$ cat config.mk
export PLATFORM = sky130hd
export DESIGN_NAME = tsf_ram
export DESIGN_NICKNAME = d
export VERILOG_FILES = /design/src/tsf_ram.sv
export SDC_FILE = /design/constraint.sdc
export NUM_CORES = 1
export LEC_CHECK = 0
export BUFFER_PORTS_ARGS = -buffer_cell sky130_fd_sc_hd__clkbuf_2
export CAP_MARGIN = 5
export CORE_ASPECT_RATIO = 0.5
export CORE_MARGIN = 1.5
export CORE_UTILIZATION = 50
export DETAILED_ROUTE_END_ITERATION = 8
export GPL_ROUTABILITY_DRIVEN = 0
export MAX_ROUTING_LAYER = met4
export PLACE_DENSITY_LB_ADDON = 0.3
export SLEW_MARGIN = 15
export SYNTH_ARGS = -nofsm -noshare
export SYNTH_HDL_FRONTEND = slang
export SYNTH_SLANG_ARGS = --single-unit
$ cat constraint.sdc
create_clock -name clk -period 6.2 [get_ports clk]
set_clock_uncertainty 0.2 [all_clocks]
set_input_delay 0.62 -clock clk [delete_from_list [all_inputs] [get_ports clk]]
set_output_delay 0.62 -clock clk [all_outputs]
set_load 0.02 [all_outputs]
$ cat src/tsf_ram.sv
`timescale 1ns / 1ps
// ----------------------------------------------------------------------------
// Generic single-port RAM
// One write or one read per cycle, registered read data.
// ----------------------------------------------------------------------------
module tsf_ram #(
  parameter int Width = 64,
  parameter int Depth = 32
) (
  input  logic                     clk,
  input  logic                     we,
  input  logic [$clog2(Depth)-1:0] addr,
  input  logic [Width-1:0]         wdata,
  output logic [Width-1:0]         rdata
);

  logic [Width-1:0] mem [Depth];

  always_ff @(posedge clk) begin
    if (we) mem[addr] <= wdata;
    rdata <= mem[addr];
  end

endmodule

==> results, run 1 <==
- For this design, the sink count on the clock tree is about 2.1k.
- The flip-flop and latch count after synthesis is 2112.
- During synthesis, Yosys emitted a total of 0 warnings.
- By count the netlist is led by sky130_fd_sc_hd__edfxtp_1 (2048), sky130_fd_sc_hd__mux2i_1 (1024), sky130_fd_sc_hd__o22ai_1 (512).
- The final count of negative-setup-slack endpoints is 0.
- The number of pins with negative max-slew slack in the final report is 0.
- Setup repair after global routing left no endpoint under its margin.
- Global routing consumed, over all layers together, 25.7% of the routing resources.
- In this run, distinct cell masters in the synthesized netlist total 22.
- The utilization of the core after routing is 56.7%.
- At the worst endpoint, the required time is 6670 ps.
- After detailed routing, the total wire length is 202000 um.
- The via count of the first global-routing pass is around 40k.
- The area share of the largest cell type after synthesis is 78.0%.
- The pin count of the biggest net entering global routing is 150.
- The worst setup path is launched from an input port.
- The finished layout holds 6557 standard cells, fillers aside.
- The category of the most critical setup path is input port to flop.
- Counting the fill cells in the layout gives 11.5k.
- The mapped cell area is 78900 sq um.
- Counting the buffers created by CTS gives 179.
- At the worst endpoint, the arrival time is 3760 ps.
- The run finished with clean final reports.
- The routed design could run at a clock period as short as approximately 3300 ps.
- The endpoint of the worst setup timing path is rdata[30].
- The H-tree depth reported by CTS is 4.
- The number of design rule violations left after detail routing is 0.
- The floorplan has 102 rows.
- The transition time of the tightest slew-check pin is between 1000 and 1500 ps.
- The area of the placeable core is 156000 sq um.
- The max-capacitance violation count is 0.
- The net count after synthesis is 4207.
- Across all register-to-register paths, the minimum setup slack is 4150 ps.
- Along the worst path, the maximum fanout reaches roughly 150.
- The most frequently used cell type in the post-synthesis netlist is sky130_fd_sc_hd__edfxtp_1.
- The worst hold path begins at wdata[40].
- The highest clock rate is 0.304 GHz.
- The number of buffers on the longest clock path is 3.
- Summed over all instances, the cell type with the most area after synthesis is sky130_fd_sc_hd__edfxtp_1.
- Clock-pin slew was measured on the worst setup and hold paths at 60 ps.
- In this run the count of I/O pins placed on the die edge is 135.
- In this run, placement finished with an instance count of just over 6k.
- The most used flip-flop cell after synthesis is sky130_fd_sc_hd__edfxtp_1.
- For this block, the via count after detailed routing is 41.2k.
- The initial standard-cell utilization of the core is about half.
- The post-route netlist has 12.2% of its cells at a drive strength greater than 1.
- In this run the tool buffered the top-level ports with between 100 and 150 buffer cells.
- The cell leakage power is 0.0305 uW.
- The sequential-to-total area share from yosys stat is 79.6%.
- The endpoint of the lowest-slack register-to-register path is rdata[20].
- Detailed placement finished with a half-perimeter wire length of 99300 um.
- Using the TritonRoute via totals, the vias-per-cell ratio works out to 6.28.
- The wire length per cell after detailed routing is 30.8 um.
- The final period utilization is between 50% and 60%.
- In this run the mean area of a mapped cell was 19.1 sq um.
- The synthesized design contains 2048 enable-type register cells.
- The worst register-to-register path begins at mem[6][20].
- TritonCTS built the clock tree.
- The cts-stage hold buffer count is 0.
- Sorting the synthesized cells by area gives the leading types as sky130_fd_sc_hd__edfxtp_1 (78%), sky130_fd_sc_hd__mux2i_1 (13%), sky130_fd_sc_hd__o22ai_1 (4.1%).
- The count of nets left with antenna violations once routing finished came out at 0.
- The kind of end point of the critical path is a flop.
- The clock network latency to the later pin of the worst-skew pair is 810 ps.
- The final hold violation count is 0.
- For this run, the detailed router's first-pass iteration total came to 5.
- The initial antenna violation count is 8.
- The path class of the tightest hold or removal check is input port to flop.
- The die footprint is 160000 sq um.
- The peak ir drop on the vdd network is 0.000199 V.
- For this design the ratio of total power to cell area is ~320 nW/um^2.
- In the synthesized netlist the async set-or-reset flop fraction comes to 0%.
- The worst pin sits at a relative slew slack of 20.8%.
- The synthesized instance count is just over 4k.
- The die extent in x is 565 um.
- Post-CTS timing repair inserted 0 buffers for setup.
- The root buffer cell chosen for the clock tree is sky130_fd_sc_hd__clkbuf_16.
- For the worst flop-to-flop path, the logic depth is 4.
- The count of instances resized after the clock tree is built is 0.
- From synthesis to final layout, the design area changed by 12.0%.
- The die height is 284 um.
- In this run the worst setup path begins at addr[1].
- The total overflow reported by the global router is 0.
- The DRC violation total after the first TritonRoute iteration is 5499.
- At the end of the flow, the number of nets in the layout was 4389.
- The final setup TNS is 0 ps.
- The final-layout worst hold slack is a little under 200 ps.
- Along the worst hold path, the cell count comes to 1.
- The first global-routing pass estimated 284000 um of wire.
-- metrics by stage --
step                total power, uW  setup WS, ps  area [sq um]
floorplan                     17000          1160         78900
global placement              17500          2250         82400
detailed placement            17500          2210         82400
CTS                           28700          3050         88300
global route                  29300          2760         88300
finish                        28600          2910         88300
-- power breakdown --
part	total [uW]	switching [uW]	internal, uW
sequential	16000	82.3	15900
clock	11300	5020	6320
combinational	1280	879	400
total	28600	5980	22600
-- cells in the final DEF (no fill, tap or decap), drive strengths merged --
| cell | instances |
|---|---|
| dfxtp | 64 |
| nand4 | 1 |
| inv | 10 |
| buf | 103 |
| nand2 | 66 |
| clkinv | 53 |
| nand4bb | 6 |
| clkinvlp | 3 |
| mux2i | 1024 |
| or4b | 4 |
| nor2 | 29 |
| bufinv | 15 |
| clkbuf | 386 |
| edfxtp | 2048 |
| or3 | 1 |
| nand3 | 2 |
| o22ai | 512 |
| nor3 | 4 |
| nor4 | 128 |
| or4 | 1 |
| diode | 6 |
| nand3b | 4 |
| or3b | 3 |
| nand4b | 4 |
-- kinds of logic after synthesis --
| group | after synthesis | synth area share [%] |
|---|---|---|
| DFF | 2112 | 79.6 |
| buffers and inverters | 235 | 1.55 |
| AOI/OAI and AO/OA | 512 | 4.06 |
| and+or+nand+nor | 253 | 1.78 |
| muxes | 1024 | 13.0 |
-- worst max-delay path: stages --
cell and delay (ps):
sky130_fd_sc_hd__buf_12 320, sky130_fd_sc_hd__buf_12 700, sky130_fd_sc_hd__buf_4 650, sky130_fd_sc_hd__mux2i_1 260, sky130_fd_sc_hd__o22ai_1 110, sky130_fd_sc_hd__nor4_1 510
sky130_fd_sc_hd__nand2_1 130
-- sequential cells by signal, indices dropped and copies added (netlist names) --
signal	cells
rdata	64
mem	2048
-- routing by layer --
layer	part of all wire, %	GRT usage [%]	vias up	wire length (um)
met3	9.6	4.29	326	19300
met2	47	39.4	2111	95600
met4	2.3	7.57	0	4720
met5	0	-	-	0
li1	-	-	17300	-
met1	41	35.7	21500	82300
-- how the worst min path moves through the flow --
| stage | to | slack [ps] |
|---|---|---|
| finish | mem[3][40] | 200 |
| CTS | mem[29][40] | 140 |
| detailed placement | rdata[7] | 430 |
| global placement | rdata[57] | 420 |
| floorplan | rdata[62] | 380 |
| global route | mem[11][45] | 240 |
-- layout make-up --
type	instances	area, sq um	area share, %
flip-flops and latches	2112	62800	71.1
multi-input cells	1789	15200	17.2
clock buffers	253	5040	5.71
well taps	2080	2600	2.95
repair buffers	236	1800	2.04
clock inverters	81	836	0.946
diodes	6	15.0	0.0170
(Power assumes the default switching activity.)
==> run 2: changes to the inputs <==
- clock period: 6.2 -> 2.8 ns (I/O delays scaled with it)
==> run 2 against run 1 <==
Net effect:
- sequential power up 120%
- critical path type unchanged
- global-route usage shrank 0.44 points
- final area is 2.8% higher
- worst hold slack worse by 170 ps
- worst setup slack worse by 2700 ps
- count of clock-buffer cells in the layout fell by 6
- combinational power rose to 2.5 times the previous value
- largest cell class unchanged
- first-iteration DRC count is 11% lower
- die area unchanged
- final cell count grew 3.2%
==> results, run 2 (synthesis results as in run 1) <==
- The flow ran to the end, and the final reports show no timing, DRC or antenna violations.
- The kind of cell with the highest combined delay along the critical path is buffers and inverters.
- The die footprint came to 160000 sq um (unchanged).
- The met3 layer wire length in the routed design was 17900 um (-7.4%).
- The total I/O pin count is 135 (unchanged).
- TritonCTS built the clock tree.
- The post-synthesis to final-layout area growth is 15.1%.
- The post-layout instance area is 90800 sq um (+2.8%).
- The critical path starts at addr[1].
- The via count normalized by instance count is 6.13 (-2.5%).
- The final period utilization is a little over nine tenths.
- The number of input and output port buffers inserted is 134 (unchanged).
- The cell sitting at the root of the clock tree is a sky130_fd_sc_hd__clkbuf_16.
- The logic depth of the worst register-to-register path is 5 (+1).
- The cell leakage power was 0.0317 uW (+4.0%).
- The worst slack at placement was -104 ps (-2310 ps).
- The number of pins with negative max-slew slack in the final report was 0 (unchanged).
- The instance count after placement with tap cells included is 6370 (+2.5%).
- Setup repair after global routing left no endpoint under its margin.
- The power density normalized to cell area is 692 nW/um^2 (+110%).
- The post-CTS setup-driven buffer insertion count is 0 (unchanged).
- The wire length per cell after detailed routing is 29.1 um (-5.4%).
- The number of CTS-inserted buffers is 178 (-0.56%).
- The first-pass GRT wire length came to 283000 um (-0.45%).
- The initial standard-cell utilization of the core is 50.7% (unchanged).
- The largest fanout on the critical path was 33 (-78%).
- The worst register-to-register path ends at rdata[62].
- The met1 layer wirelength in the final routing is 83500 um (+1.5%).
- The HPWL after detailed placement came to 108000 um (+8.9%).
- The via count of the routed design was 41.5k (+0.69%).
- The post-detailed-route count of antenna-violating nets is 0 (unchanged).
- The final hold violation count came to 0 (unchanged).
- Traced cell by cell, the critical path runs through dlygate4sd3_1 > buf_12 > buf_12 > buf_4 > mux2i_1 > o22ai_1 > nor4_1 > buf_4 > nand2_1.
- The flip-flop count of the largest register after layout is 2048 (unchanged).
- The DRC violation total after the first TritonRoute iteration is 4886 (-11%).
- The transition time of the tightest slew-check pin is 799 ps (-389 ps).
- The category of the most critical setup path is input port to flop.
- The utilization of the core after routing is 58.3% (+1.6 points).
- The first-pass detailed-route iteration total was 5 (unchanged).
- The count of instances resized after the clock tree is built came to 0 (unchanged).
- The die extent in x is 565 um (unchanged).
- The worst register-to-register path begins at mem[18][62].
- The post-layout net count was 4603 (+4.9%).
- The number of design rule violations left after detail routing is 0 (unchanged).
- The worst setup margin was 169 ps (-2740 ps).
- The final count of negative-setup-slack endpoints is 0 (unchanged).
- The cell area after placement is 84500 sq um (+2.5%).
- The number of placement rows was 102 (unchanged).
- The cell depth of the worst setup path is 9 (+2).
- The die height is 284 um (unchanged).
- The routed wire length is 197000 um (-2.4%).
- The register with the most flip-flops in the final layout is mem.
- The largest individual stage delay along the critical path comes from the cell sky130_fd_sc_hd__nor4_1.
- The aggregate global-route resource usage was 25.3% (-0.44 points).
- The H-tree depth reported by CTS is 4 (unchanged).
- The clock network latency to the later pin of the worst-skew pair is 800 ps (about the same).
- The worst reg-to-reg setup slack is 860 ps (-3290 ps).
- The minimum clock period is ~2600 ps.
- The highest metal layer carrying signal wires in the routed design is met4.
- The endpoint arrival time on the critical path was 3120 ps (-640 ps).
- In this run the worst hold path is classified as input port to flop.
- The max-capacitance violation count is 0 (unchanged).
- The via count of the first global-routing pass is 41.2k (+2.7%).
- The routed length on met2 is 91400 um (-4.4%).
- The largest stage delay on the critical path is 680 ps (-20 ps).
- The initial antenna violation count came to 4 (-4).
- The worst setup path is launched from an input port.
- The most critical setup path has its endpoint at rdata[62].
- The fraction of final layout cells with drive strength greater than 1 is 14.7% (+2.5 points).
- The highest clock rate is 0.380 GHz.
- The clock-pin slew on the worst setup and hold paths is 70 ps (about the same).
- The number of buffers on the longest clock path is 3 (unchanged).
- The required time of the critical path is 3290 ps (-3380 ps).
- The library cell used most frequently in the layout, excluding fill and tap cells, is sky130_fd_sc_hd__edfxtp_1.
- The count of clock tree sinks is 2112 (unchanged).
- The non-filler instance count after layout is 6770 (+3.2%).
- The kind of end point of the critical path is a flop.
- The relative slew slack is 46.3% (+25 points).
- The buffers plus inverters on the worst setup path is 5 (+2).
- The total overflow reported by the global router came to 0 (unchanged).
- The peak ir drop on the vdd network is 0.000648 V (+230%).
- The pin count of the biggest net entering global routing was 54 (-64%).
- The largest registers in the layout are mem (2048), rdata (64).
- The area of the placeable core is 156000 sq um (unchanged).
- In the layout the commonest cells are sky130_fd_sc_hd__edfxtp_1 (2048), sky130_fd_sc_hd__mux2i_1 (1024), sky130_fd_sc_hd__o22ai_1 (512), sky130_fd_sc_hd__clkbuf_16 (183), sky130_fd_sc_hd__buf_4 (153).
-- run 2: cell types whose count changed in the layout (fill, tap and decap cells not counted), sizes merged --
cell,change
bufinv,-7
clkinv,+15
diode,-2
clkinvlp,-1
inv,-1
clkbuf,-6
dlygate4sd3,+62
buf,+153
-- run 2: through the flow --
step	hold slack (ps)	power, uW	TNS, ps
6_report	23.3	62800	0
5_1_grt	59.2	64600	0
4_1_cts	10.8	63200	0
3_5_place_dp	431	39200	-193
3_3_place_gp	435	39100	-102
2_1_floorplan	179	37600	-899030
-- run 2: worst min path at each step --
stage / from / end / cells after the start
after floorplan: wdata[0] / mem[0][0] / 0
after global placement: mem[5][14] / rdata[14] / 4
after detailed placement: mem[5][11] / rdata[11] / 4
after CTS: wdata[54] / mem[11][54] / 1
after global routing: wdata[48] / mem[11][48] / 1
final: wdata[48] / mem[11][48] / 1
-- run 2: area by class of cell --
class | count | area, sq um
clock inverter | 87 | 679
sequential | 2112 | 62800
clock buffer | 247 | 5000
multi-input combinational | 1789 | 15200
timing repair buffer | 451 | 4500
fill | 11200 | 64900
tap | 2080 | 2600
antenna | 4 | 10.0
-- run 2: layer usage --
layer / up-vias / GRT usage, %
met5: - / -
met2: 1872 / 38.0
li1: 17700 / -
met4: 0 / 6.76
met1: 21600 / 35.7
met3: 291 / 4.63
-- run 2: power breakdown --
group	switching [uW]	internal (uW)	total, uW	leakage, uW
Combinational	2060	1140	3200	0.00991
Clock	11000	13300	24300	0.00280
Sequential	188	35200	35300	0.0190
-- run 2: what timing repair did --
| item | in CTS | in global routing |
|---|---|---|
| setup endpoints to repair | 0 | 0 |
| hold buffers | 62 | 0 |
| hold endpoints to repair | 1944 | 0 |
